File: config.mk
export PLATFORM = sky130hd
export DESIGN_NAME = pcm_sample_format_converter
export DESIGN_NICKNAME = d
export VERILOG_FILES = /design/src/hdl/pscv_pkg.sv /design/src/hdl/pscv_i2f.sv /design/src/hdl/pscv_f2i.sv /design/src/hdl/pcm_sample_format_converter.sv
export SDC_FILE = /design/constraint.sdc
export NUM_CORES = 1
export LEC_CHECK = 0
export ABC_AREA = 1
export CAP_MARGIN = 10
export CORE_MARGIN = 3
export CORE_UTILIZATION = 55
export DETAILED_ROUTE_END_ITERATION = 8
export DONT_BUFFER_PORTS = 1
export MAX_ROUTING_LAYER = met4
export PLACE_DENSITY = 0.72
export SLEW_MARGIN = 20
export SYNTH_ARGS = -nofsm -noshare
export SYNTH_HDL_FRONTEND = slang
export SYNTH_SLANG_ARGS = --single-unit
File: constraint.sdc
create_clock -name clk -period 4.4 [get_ports clk]
set_clock_uncertainty 0.15 [all_clocks]
set_input_delay 0.66 -clock clk [delete_from_list [all_inputs] [get_ports clk]]
set_output_delay 0.66 -clock clk [all_outputs]
set_load 0.02 [all_outputs]
File: src/hdl/pscv_pkg.sv
`timescale 1ns / 1ps
package pscv_pkg;

	// Conversion codes carried by the operation field.
	typedef enum logic [3:0] {
		OP_S16_F        = 4'd0,
		OP_S32_F        = 4'd1,
		OP_F_S16        = 4'd2,
		OP_F_S32        = 4'd3,
		OP_S16_FSWAP    = 4'd4,
		OP_FSWAP_S16    = 4'd5,
		OP_S32_S16      = 4'd6,
		OP_S16_S32      = 4'd7,
		OP_S24_S16      = 4'd8,
		OP_S16_S24      = 4'd9,
		OP_S24_F        = 4'd10,
		OP_F_S24        = 4'd11,
		OP_S24IN32_S16  = 4'd12,
		OP_S16_S24IN32  = 4'd13,
		OP_S24IN32_F    = 4'd14,
		OP_F_S24IN32    = 4'd15
	} op_t;

	// Register index of the byte order control.
	localparam logic REG_INTEGER_BIG_ENDIAN = 1'b0;

	typedef struct packed {
		op_t         operation;
		logic [31:0] sample_in;
		logic        last_in;
	} item_t;

	typedef struct packed {
		logic [31:0] sample_out;
		logic        last_out;
	} result_t;

	function automatic logic [15:0] swap16(input logic [15:0] x);
		return {x[7:0], x[15:8]};
	endfunction

	function automatic logic [23:0] swap24(input logic [23:0] x);
		return {x[7:0], x[15:8], x[23:16]};
	endfunction

	function automatic logic [31:0] swap32(input logic [31:0] x);
		return {x[7:0], x[15:8], x[23:16], x[31:24]};
	endfunction

endpackage

File: src/hdl/pscv_i2f.sv
`timescale 1ns / 1ps
module pscv_i2f import pscv_pkg::*; (
	input  logic        clk,
	input  logic [31:0] word,
	output logic [31:0] bits
);

	logic        sign_s2;
	logic [31:0] mag_s2;
	logic [4:0]  lz_s2;
	logic        zero_s2;
	logic [31:0] mag;
	logic [4:0]  lz;

	// Magnitude and leading zero count of the signed word.
	always_comb begin
		mag = word[31] ? (~word + 32'd1) : word;
		lz = 5'd0;
		for (int i = 0; i < 32; i++) begin
			if (mag[i]) begin
				lz = 5'(31 - i);
			end
		end
	end

	always_ff @(posedge clk) begin
		sign_s2 <= word[31];
		mag_s2  <= mag;
		lz_s2   <= lz;
		zero_s2 <= (word == 32'd0);
	end

	logic [31:0] norm;
	logic        rnd;
	logic [24:0] mant;
	logic [7:0]  expo;
	logic [31:0] bits_c;

	// Normalize, round to nearest even and pack. The word is scaled by 2^-31.
	always_comb begin
		norm = mag_s2 << lz_s2;
		rnd  = norm[7] & ((|norm[6:0]) | norm[8]);
		mant = {1'b0, norm[31:8]} + {24'd0, rnd};
		expo = 8'd127 - {3'd0, lz_s2} + {7'd0, mant[24]};
		if (zero_s2) begin
			bits_c = 32'd0;
		end else begin
			bits_c = {sign_s2, expo, mant[24] ? 23'd0 : mant[22:0]};
		end
	end

	always_ff @(posedge clk) begin
		bits <= bits_c;
	end

endmodule

File: src/hdl/pscv_f2i.sv
`timescale 1ns / 1ps
module pscv_f2i import pscv_pkg::*; (
	input  logic        clk,
	input  logic [31:0] fbits,
	input  logic        s16,
	output logic [31:0] value
);

	logic [7:0]  e;
	logic [7:0]  ee;
	logic [23:0] m_full;
	logic [8:0]  u;
	logic [62:0] w;

	// Align the mantissa so that bit 32 is the unit bit of the scaled value.
	always_comb begin
		e      = fbits[30:23];
		ee     = (e == 8'd0) ? 8'd1 : e;
		m_full = {(e != 8'd0), fbits[22:0]};
		u      = (s16 ? 9'd142 : 9'd126) - {1'b0, ee};
		if (ee >= 8'd127 || u[8] || u[7:6] != 2'b00) begin
			w = 63'd0;
		end else begin
			w = {m_full, 39'd0} >> u[5:0];
		end
	end

	logic [62:0] w_s2;
	logic        sign_s2;
	logic        big_s2;
	logic        nan_s2;
	logic        s16_s2;

	always_ff @(posedge clk) begin
		w_s2    <= w;
		sign_s2 <= fbits[31];
		big_s2  <= (ee >= 8'd127);
		nan_s2  <= (e == 8'hFF) && (fbits[22:0] != 23'd0);
		s16_s2  <= s16;
	end

	logic [31:0] mag;
	logic [31:0] lim;
	logic        over;
	logic [31:0] value_c;

	// Round to nearest even, apply the sign and saturate; a NaN gives zero.
	always_comb begin
		mag  = {1'b0, w_s2[62:32]} +
			{31'd0, w_s2[31] & ((|w_s2[30:0]) | w_s2[32])};
		lim  = s16_s2 ? 32'h0000_8000 : 32'h8000_0000;
		over = big_s2 || (mag >= lim);
		if (nan_s2) begin
			value_c = 32'd0;
		end else if (!sign_s2) begin
			value_c = over ? (lim - 32'd1) : mag;
		end else begin
			value_c = over ? (~lim + 32'd1) : (~mag + 32'd1);
		end
	end

	always_ff @(posedge clk) begin
		value <= value_c;
	end

endmodule

File: src/hdl/pcm_sample_format_converter.sv
`timescale 1ns / 1ps
// PCM sample format converter.
// One sample transfer per cycle on the command side: an item is taken at
// a rising edge with start high and busy low. busy is always low, so a new
// sample may be presented in every cycle.
// The result appears on result for exactly one cycle with done high,
// after the item has passed the input stage, the two arithmetic stages
// in the integer-to-float and float-to-integer units and the output stage.
// Throughput is one sample per cycle; four samples can be in flight.
// The receiver cannot stall; it must take each result while done is high.
// The APB port holds one register at address 0: bit 0 selects byte-reversed
// integer words. Write it only while no samples are in flight.
// Reset clears the byte order bit and all stage valid bits; samples in
// flight are dropped.
module pcm_sample_format_converter import pscv_pkg::*; (
	input  logic        clk,
	input  logic        arst_n,
	input  logic        start,
	output logic        busy,
	input  item_t       item,
	output logic        done,
	output result_t     result,
	input  logic        psel,
	input  logic        penable,
	input  logic        pwrite,
	input  logic [2:0]  paddr,
	input  logic [31:0] pwdata,
	output logic [31:0] prdata,
	output logic        pready
);

	logic be_q;

	// Configuration register.
	assign pready = 1'b1;
	always_ff @(posedge clk or negedge arst_n) begin
		if (!arst_n) begin
			be_q <= 1'b0;
		end else if (psel && penable && pwrite && pready &&
			paddr[2] == REG_INTEGER_BIG_ENDIAN) begin
			be_q <= pwdata[0];
		end
	end
	assign prdata = (paddr[2] == REG_INTEGER_BIG_ENDIAN) ? {31'd0, be_q} : 32'd0;

	assign busy = 1'b0;

	// Input stage: undo or apply byte order and prepare each path's operand.
	logic [31:0] x;
	logic [31:0] xs32;
	logic [15:0] xs16;
	logic [23:0] xs24;
	logic [31:0] d;
	logic [31:0] w32;
	logic [23:0] w24;

	always_comb begin
		x    = item.sample_in;
		xs32 = be_q ? swap32(x) : x;
		xs16 = be_q ? swap16(x[15:0]) : x[15:0];
		xs24 = be_q ? swap24(x[23:0]) : x[23:0];
		w32  = 32'd0;
		w24  = 24'd0;
		case (item.operation)
			OP_S16_F, OP_S16_FSWAP: d = {xs16, 16'd0};
			OP_S32_F:               d = xs32;
			OP_S24_F:               d = {xs24, 8'd0};
			OP_S24IN32_F:           d = {xs32[23:0], 8'd0};
			OP_FSWAP_S16:           d = swap32(x);
			OP_F_S16, OP_F_S32, OP_F_S24, OP_F_S24IN32: d = x;
			OP_S32_S16:             d = {16'd0, xs32[31:16]};
			OP_S24_S16:             d = {16'd0, xs24[23:8]};
			OP_S24IN32_S16:         d = {16'd0, xs32[23:8]};
			OP_S16_S32: begin
				w32 = {x[15:0], 16'd0};
				d   = be_q ? swap32(w32) : w32;
			end
			OP_S16_S24: begin
				w24 = {x[15:0], 8'd0};
				d   = {8'd0, be_q ? swap24(w24) : w24};
			end
			OP_S16_S24IN32: begin
				w32 = {8'd0, x[15:0], 8'd0};
				d   = be_q ? swap32(w32) : w32;
			end
			default: d = x;
		endcase
	end

	logic        valid_s1, valid_s2, valid_s3;
	op_t         op_s1, op_s2, op_s3;
	logic        be_s1, be_s2, be_s3;
	logic        last_s1, last_s2, last_s3;
	logic        s16_s1;
	logic [31:0] data_s1, data_s2, data_s3;

	always_ff @(posedge clk or negedge arst_n) begin
		if (!arst_n) begin
			valid_s1 <= 1'b0;
			valid_s2 <= 1'b0;
			valid_s3 <= 1'b0;
		end else begin
			valid_s1 <= start && !busy;
			valid_s2 <= valid_s1;
			valid_s3 <= valid_s2;
		end
	end

	always_ff @(posedge clk) begin
		op_s1   <= item.operation;
		be_s1   <= be_q;
		last_s1 <= item.last_in;
		s16_s1  <= (item.operation == OP_F_S16) || (item.operation == OP_FSWAP_S16);
		data_s1 <= d;
		op_s2   <= op_s1;
		be_s2   <= be_s1;
		last_s2 <= last_s1;
		data_s2 <= data_s1;
		op_s3   <= op_s2;
		be_s3   <= be_s2;
		last_s3 <= last_s2;
		data_s3 <= data_s2;
	end

	// Arithmetic units, two stages each.
	logic [31:0] fl_s3;
	logic [31:0] int_s3;

	pscv_i2f u_i2f (
		.clk  (clk),
		.word (data_s1),
		.bits (fl_s3)
	);

	pscv_f2i u_f2i (
		.clk   (clk),
		.fbits (data_s1),
		.s16   (s16_s1),
		.value (int_s3)
	);

	// Output stage: select the path and apply the output byte order.
	logic [31:0] r;
	logic [31:0] o32;
	logic [23:0] o24;

	always_comb begin
		o32 = 32'd0;
		o24 = 24'd0;
		case (op_s3)
			OP_S16_F, OP_S32_F, OP_S24_F, OP_S24IN32_F: r = fl_s3;
			OP_S16_FSWAP: r = swap32(fl_s3);
			OP_F_S16, OP_FSWAP_S16:
				r = {16'd0, be_s3 ? swap16(int_s3[15:0]) : int_s3[15:0]};
			OP_F_S32: r = be_s3 ? swap32(int_s3) : int_s3;
			OP_F_S24: begin
				o24 = int_s3[31:8];
				r   = {8'd0, be_s3 ? swap24(o24) : o24};
			end
			OP_F_S24IN32: begin
				o32 = {8'd0, int_s3[31:8]};
				r   = be_s3 ? swap32(o32) : o32;
			end
			default: r = data_s3;
		endcase
	end

	logic        done_s4;
	logic [31:0] sample_s4;
	logic        last_s4;

	always_ff @(posedge clk or negedge arst_n) begin
		if (!arst_n) begin
			done_s4 <= 1'b0;
		end else begin
			done_s4 <= valid_s3;
		end
	end

	always_ff @(posedge clk) begin
		sample_s4 <= r;
		last_s4   <= last_s3;
	end

	assign done              = done_s4;
	assign result.sample_out = sample_s4;
	assign result.last_out   = last_s4;

	// Every accepted item comes out with a result strobe.
	a_latency: assert property (@(posedge clk) disable iff (!arst_n)
		start && !busy |-> ##4 done)
		else $error("result strobe missing four cycles after transfer");

	// No result without an earlier transfer.
	a_no_spurious: assert property (@(posedge clk) disable iff (!arst_n)
		done |-> $past(start, 4))
		else $error("result strobe without a transfer");

	// A NaN into the 32-bit integer path gives zero.
	a_nan_zero: assert property (@(posedge clk) disable iff (!arst_n)
		start && !busy && item.operation == OP_F_S32 &&
		item.sample_in[30:23] == 8'hFF && item.sample_in[22:0] != 23'd0
		|-> ##4 (result.sample_out == 32'd0))
		else $error("NaN did not convert to zero");

endmodule

Word level (Yosys, flattened, before mapping)
Index checks and enable logic that the tools add are counted.
{"block": "totals", "inputBits": 78, "word_cells": 158, "reg_bits": 322}
{"block": "op_classes", "eq_ne": 25, "n_addsub": 9, "n_bitwise": 8, "reduce_logical": 26, "shift": 2, "mux": 51, "order_cmp": 2}
{"op": "32-bit one-hot mux with 12 select lines", "count": 1}
{"op": "32-bit two-way mux", "count": 9}
{"op": "32-bit one-hot mux with 6 select lines", "count": 1}
{"op": "32-bit by 1-bit adder with 32-bit output (second input constant)", "count": 3}
{"op": "24-bit two-way mux", "count": 4}
{"op": "32-bit NOT", "count": 3}
{"op": "5-bit two-way mux", "count": 16}
{"op": "63-bit by 6-bit >> shifter with 63-bit output", "count": 1}
{"op": "4-bit == test (second input constant)", "count": 12}
{"op": "31-bit by 1-bit adder with 32-bit output", "count": 1}
{"op": "32-bit >= comparator", "count": 1}
{"op": "32-bit zero test", "count": 1}
{"op": "16-bit two-way mux", "count": 2}
{"op": "4-bit two-way mux", "count": 8}
{"op": "32-bit by 5-bit left shift with 32-bit output", "count": 1}
{"op": "32-bit by 1-bit subtractor with 32-bit output (second input constant)", "count": 1}
{"op": "31-bit OR reduction", "count": 1}
{"op": "24-bit by 1-bit adder with 25-bit output", "count": 1}
{"op": "4-bit by 3-bit == test with 1-bit output (second input constant)", "count": 6}
{"op": "23-bit nonzero test", "count": 1}
{"op": "4-bit by 2-bit == test with 1-bit output (second input constant)", "count": 4}
{"op": "8-bit two-way mux", "count": 2}
{"op": "16-bit OR reduction", "count": 1}
{"op": "3-bit two-way mux", "count": 4}
{"op": "21 further kinds", "count": 38}

Longest topological paths before layout
{"block": "logic_depth", "word_depth": 34, "mapped_depth": 35, "ltp_nobuf": 35}

Cells and area by module
A second synthesis with hierarchy kept.
{"block": "unflattened", "hier_cells": 3398, "hier_area_um2": 20679.8}
{"module": "pcm_sample_format_converter", "instances": 1, "cells_per_inst": 1395, "area_per_inst_um2": 8485.6}
{"module": "pscv_f2i", "instances": 1, "cells_per_inst": 1200, "area_per_inst_um2": 7038.0}
{"module": "pscv_i2f", "instances": 1, "cells_per_inst": 803, "area_per_inst_um2": 5156.2}

Worst setup path after synthesis
Ideal clock, no wire load.
{"block": "synth_timing", "kind": "flip-flop to flip-flop", "from": "reg u_i2f.lz_s2[1]", "to": "reg u_i2f.bits[27]", "n_path_buf": 2, "stages_incl_launch_ff": 28, "arrival_ps": 3519, "path_slack_ps": 617, "synth_period_minus_slack_ps": 3783, "required_ps": 4135, "path_cell_list": "dfxtp_1 > buf_4 > buf_6 > nor2_1 > inv_1 > nor2_1 > nand2_1 > nand2_1 > and3_2 > ha_1 > inv_1 > nor2_2 > nand2_1 > nor2_2 > inv_2 > nor3_4 > nand4_2 > nor2_4 > nand3_2 > nor2_4 > nand3_2 > nor2_1 > ha_1 > ha_1 > inv_1 > nor2_1 > a21oi_1 > o21a_1"}
{"block": "synth_via", "elab_chain_len": 6, "elab_cells_between_ends": 7, "cone_classes": "add/sub (3); shift (1); bitwise (2); reduce/logical (1)"}
{"item": "start, declared", "line_no": "pscv_i2f.sv:10", "rtl": "logic [4:0] lz_s2;"}
{"item": "start signal, assigned", "line_no": "pscv_i2f.sv:29", "rtl": "lz_s2 <= lz;"}
{"item": "32-bit by 5-bit left shift with 32-bit output", "line_no": "pscv_i2f.sv:41", "rtl": "norm = mag_s2 << lz_s2;"}
{"item": "7-bit OR reduction", "line_no": "pscv_i2f.sv:42", "rtl": "rnd = norm[7] & ((|norm[6:0]) | norm[8]);"}
{"item": "1-bit OR", "line_no": "pscv_i2f.sv:42"}
{"item": "1-bit AND", "line_no": "pscv_i2f.sv:42"}
{"item": "24-bit by 1-bit adder with 25-bit output", "line_no": "pscv_i2f.sv:43", "rtl": "mant = {1'b0, norm[31:8]} + {24'd0, rnd};"}
{"item": "8-bit by 1-bit adder with 8-bit output *", "line_no": "pscv_i2f.sv:44", "rtl": "expo = 8'd127 - {3'd0, lz_s2} + {7'd0, mant[24]};"}
{"item": "end signal, assigned", "line_no": "pscv_i2f.sv:53", "rtl": "bits <= bits_c;"}
{"item": "end, declared", "line_no": "pscv_i2f.sv:5", "rtl": "output logic [31:0] bits"}
Mark *: on every way between the ends. The rest lies on a longest branch, timed or not.
A chain may end at the register's enable or synchronous reset.

Worst setup path in the final report
{"block": "layout_timing", "from": "reg u_i2f.lz_s2[0]", "to": "reg u_i2f.bits[27]"}
Same word-level chain as after synthesis.

==> impl_metrics.py <==
metrics = {
    "critical_path": {
        "rrSetupSlack_ps": 320,
        "crit_path_frequent_cell": "nand2_1",
        "end_kind": "flip-flop",
        "slowest_delay_ps": 370,
        "cp_max_fo": 12,
        "critPathSlowestCell": "dfxtp_4",
        "crit_type": "reg2reg",
        "worstSetupStartpointType": "flip-flop",
        "arrival_ps": 4420,
        "worstPathRequired_ps": 4740,
    },
    "grt": {
        "grt_overflow_total": 0,
        "grt_pass1_wl_um": 96940,
        "grt_pass1_vias": 17850,
        "track_usage": 0.3425,
        "grt_max_degree": 72,
        "antenna_found_initial": 0,
    },
    "timing": {
        "fin_setup_tns_ps": 0,
        "fmax_mhz": 244.8,
        "min_period_ps": 4084,
        "setup_viol": 0,
        "hold_viol_final": 0,
        "fin_crit_sh": 0.9283,
        "relSlewSlack": 0.3648,
        "slew_viol_final": 0,
        "worst_pin_slew_ps": 952.8,
    },
    "synth": {
        "synth-simple-area-share": 0.3084,
        "synth_area_per_cell_um2": 6.603,
        "async_flop_share": 0.01563,
        "synth.top_cell.area_share": 0.3352,
        "ys_warn_count": 0,
        "synth-edff-count": 0,
        "synthTopCellsByArea": "dfxtp_1 (34%), nand2_1 (12%), inv_1 (7.0%)",
        "synth_cells": 2849,
        "synth_cell_types": 69,
        "synth-seq-cells": 320,
        "synthMuxAreaShare": 0.003724,
        "ys_seq_area_frac": 0.3418,
        "yosysTopAreaCell": "dfxtp_1",
        "yosys_most_used_dff": "dfxtp_1",
        "synthAdderAreaFrac": 0.008646,
        "synth_top_family_by_area": "simple AND/OR/NAND/NOR gates",
        "synth_compound_area_frac": 0.1960,
        "syn_area_um2": 18810,
        "synth-xor-area-share": 0.02467,
    },
    "placed_design": {
        "dpl.hpwl_um": 47140,
        "place.gp.congestion": 1.002,
        "dp.cells": 3226,
        "portBuffers": 0,
    },
    "power": {
        "ir_drop_mv": 0.3623,
        "power.leakage_uw": 0.009210,
        "power.density_nw_per_um2": 530.6,
    },
    "detailed_routing": {
        "wl_per_cell_um": 18.89,
        "drtAntennaViolNets": 0,
        "first_pass_iters": 7,
        "drt_iter0_drc": 2317,
        "via_count": 19400,
        "viasPerCell": 5.892,
        "drt-total-wl_um": 62210,
        "drc_errors": 0,
    },
    "finish": {
        "drive_gt1_frac": 0.08225,
        "syn_to_final_growth_pct": 7.968,
        "n_antenna_cell": 0,
        "n_fill_cell": 3275,
        "final_nets": 2914,
        "stdcell_count": 3293,
    },
    "die": {
        "io_pins": 146,
        "start_util": 0.5596,
        "rows": 67,
        "die_x_um": 190.9,
        "die-area_um2": 36460,
        "die_h_um": 190.9,
        "coreArea_um2": 33620,
    },
    "cts": {
        "cts_buffers": 31,
        "clk_path_buf_depth": 3,
        "h-tree-depth": 1,
        "cts_tree": "built",
        "path_clk_slew_ps": 70,
        "cts_sinks": 320,
        "clk_latency_ps": 590,
        "clockRootBuffer": "clkbuf_16",
    },
    "min_path": {
        "min_path_type": "in2reg",
    },
    "flow_run": {
        "cap_violations": 0,
    },
    "outcome": {
        "status": "finished, final reports clean",
    },
}
## power by group
| part | internal [uW] | switching, uW | total, uW |
|---|---|---|---|
| Sequential | 3440 | 477 | 3920 |
| Clock | 1430 | 1130 | 2570 |
| Combinational | 1350 | 2930 | 4290 |
## worst max-delay path, delay by kind of cell (launching register included)
kind	cells	cell delay (ps)
adders and majority gates	3	490
buffers and inverters	6	500
and+or+nand+nor	15	1830
DFF	1	370
AOI/OAI and AO/OA	6	670
## sequential cells by signal, summed over array words and instances (netlist names), 4 cells and up
| signal | flops |
|---|---|
| data_s1 | 32 |
| data_s2 | 31 |
| data_s3 | 32 |
| op_s1 | 4 |
| op_s2 | 4 |
| op_s3 | 4 |
| sample_s4 | 32 |
| u_f2i.value | 32 |
| u_f2i.w_s2 | 63 |
| u_i2f.bits | 32 |
| u_i2f.lz_s2 | 5 |
| u_i2f.mag_s2 | 32 |
## synthesized netlist by cell type, drive strengths merged (8+ instances only)
| cell type | number |
|---|---|
| nor3 | 93 |
| nor2 | 361 |
| o21ai | 248 |
| ha | 13 |
| a2111oi | 10 |
| or2 | 17 |
| a31oi | 16 |
| a221oi | 20 |
| a211oi | 18 |
| o21bai | 8 |
| a21oi | 108 |
| nor4 | 26 |
| clkbuf | 95 |
| o221ai | 8 |
| xor2 | 50 |
| nand4 | 50 |
| o211ai | 13 |
| dfxtp | 315 |
| buf | 65 |
| a22oi | 17 |
| inv | 357 |
| nand2 | 634 |
| o22ai | 87 |
| o2111ai | 17 |
| nand3 | 133 |
## final timing paths
| check | startpoint | to | depth (start not counted) |
|---|---|---|---|
| setup / recovery | u_i2f.lz_s2[0]$_SDFF_PP0_ | u_i2f.bits[27]$_SDFF_PP0_ | 30 |
| hold / removal | item[32] | data_s1[7]$_SDFF_PP0_ | 2 |
| setup reg to reg | u_i2f.lz_s2[0]$_SDFF_PP0_ | u_i2f.bits[27]$_SDFF_PP0_ | 30 |
| hold reg to reg | data_s2[30]$_DFF_P_ | data_s3[30]$_DFF_P_ | 0 |
| max in group asynchronous | arst_n | be_q$_DFFE_PN0P_ | 1 |
| min in group asynchronous | arst_n | be_q$_DFFE_PN0P_ | 1 |
## repair_timing
action,CTS,global route
hold buffers,7,0
setup endpoints to repair,0,36
setup buffers,0,5
hold endpoints to repair,11,0
resized for setup,0,26
## final cells by class
type,count,area (um2),share of cell area
flip-flops and latches,320,6437,0.3169
inverters,362,1366,0.06727
repair buffers,70,563.0,0.02772
clock buffers,41,863.3,0.04250
clock inverters,14,117.6,0.005790
multi-input cells,2038,10400,0.5122
well taps,448,560.5,0.02760
## cell families (layout without fill, tap and decap cells)
kind of cell,Yosys count,count (layout)
and+or+nand+nor,1329,1329
AOI/OAI and AO/OA,603,603
buffers and inverters,522,487
DFF,320,320
xor gates and xnor gates,53,53
adders and majority gates,13,13
muxes,7,7
other,2,33
## metrics by stage
stage / hold WS (ps) / area (um2) / utilization / power (uW) / worst slack, ps
finish: 89.61 / 20310 / 0.6042 / 10780 / 315.7
global route: 82.09 / 20310 / 0.6042 / 11460 / -35.37
CTS: 69.28 / 20190 / 0.6005 / 10640 / 89.25
detailed placement: 162.1 / 19140 / 0.5692 / 8064 / 105.4
global placement: 160.0 / 19130 / 0.5691 / 8008 / 253.2
floorplan: 159.6 / 18930 / - / 6891 / 616.7
## cell usage in the layout (no fill, tap or decap), types with 33 or more instances in the layout
cell / n
nand2_1: 614
conb_1: 33
inv_1: 349
xor2_1: 50
a21oi_1: 101
nor3_1: 87
buf_4: 60
nand3_1: 124
dfxtp_1: 313
o21ai_0: 210
nor2_1: 333
o22ai_1: 87
nand4_1: 47
## per-layer routing
layer | part of all wire | wire length [um] | GRT usage
met1 | 0.43 | 26700 | 0.4586
met2 | 0.43 | 27040 | 0.5201
met3 | 0.087 | 5439 | 0.04951
met4 | 0.049 | 3025 | 0.1434
met5 | 0 | 0 | -
No activity file was read; power rests on OpenSTA's default activity.
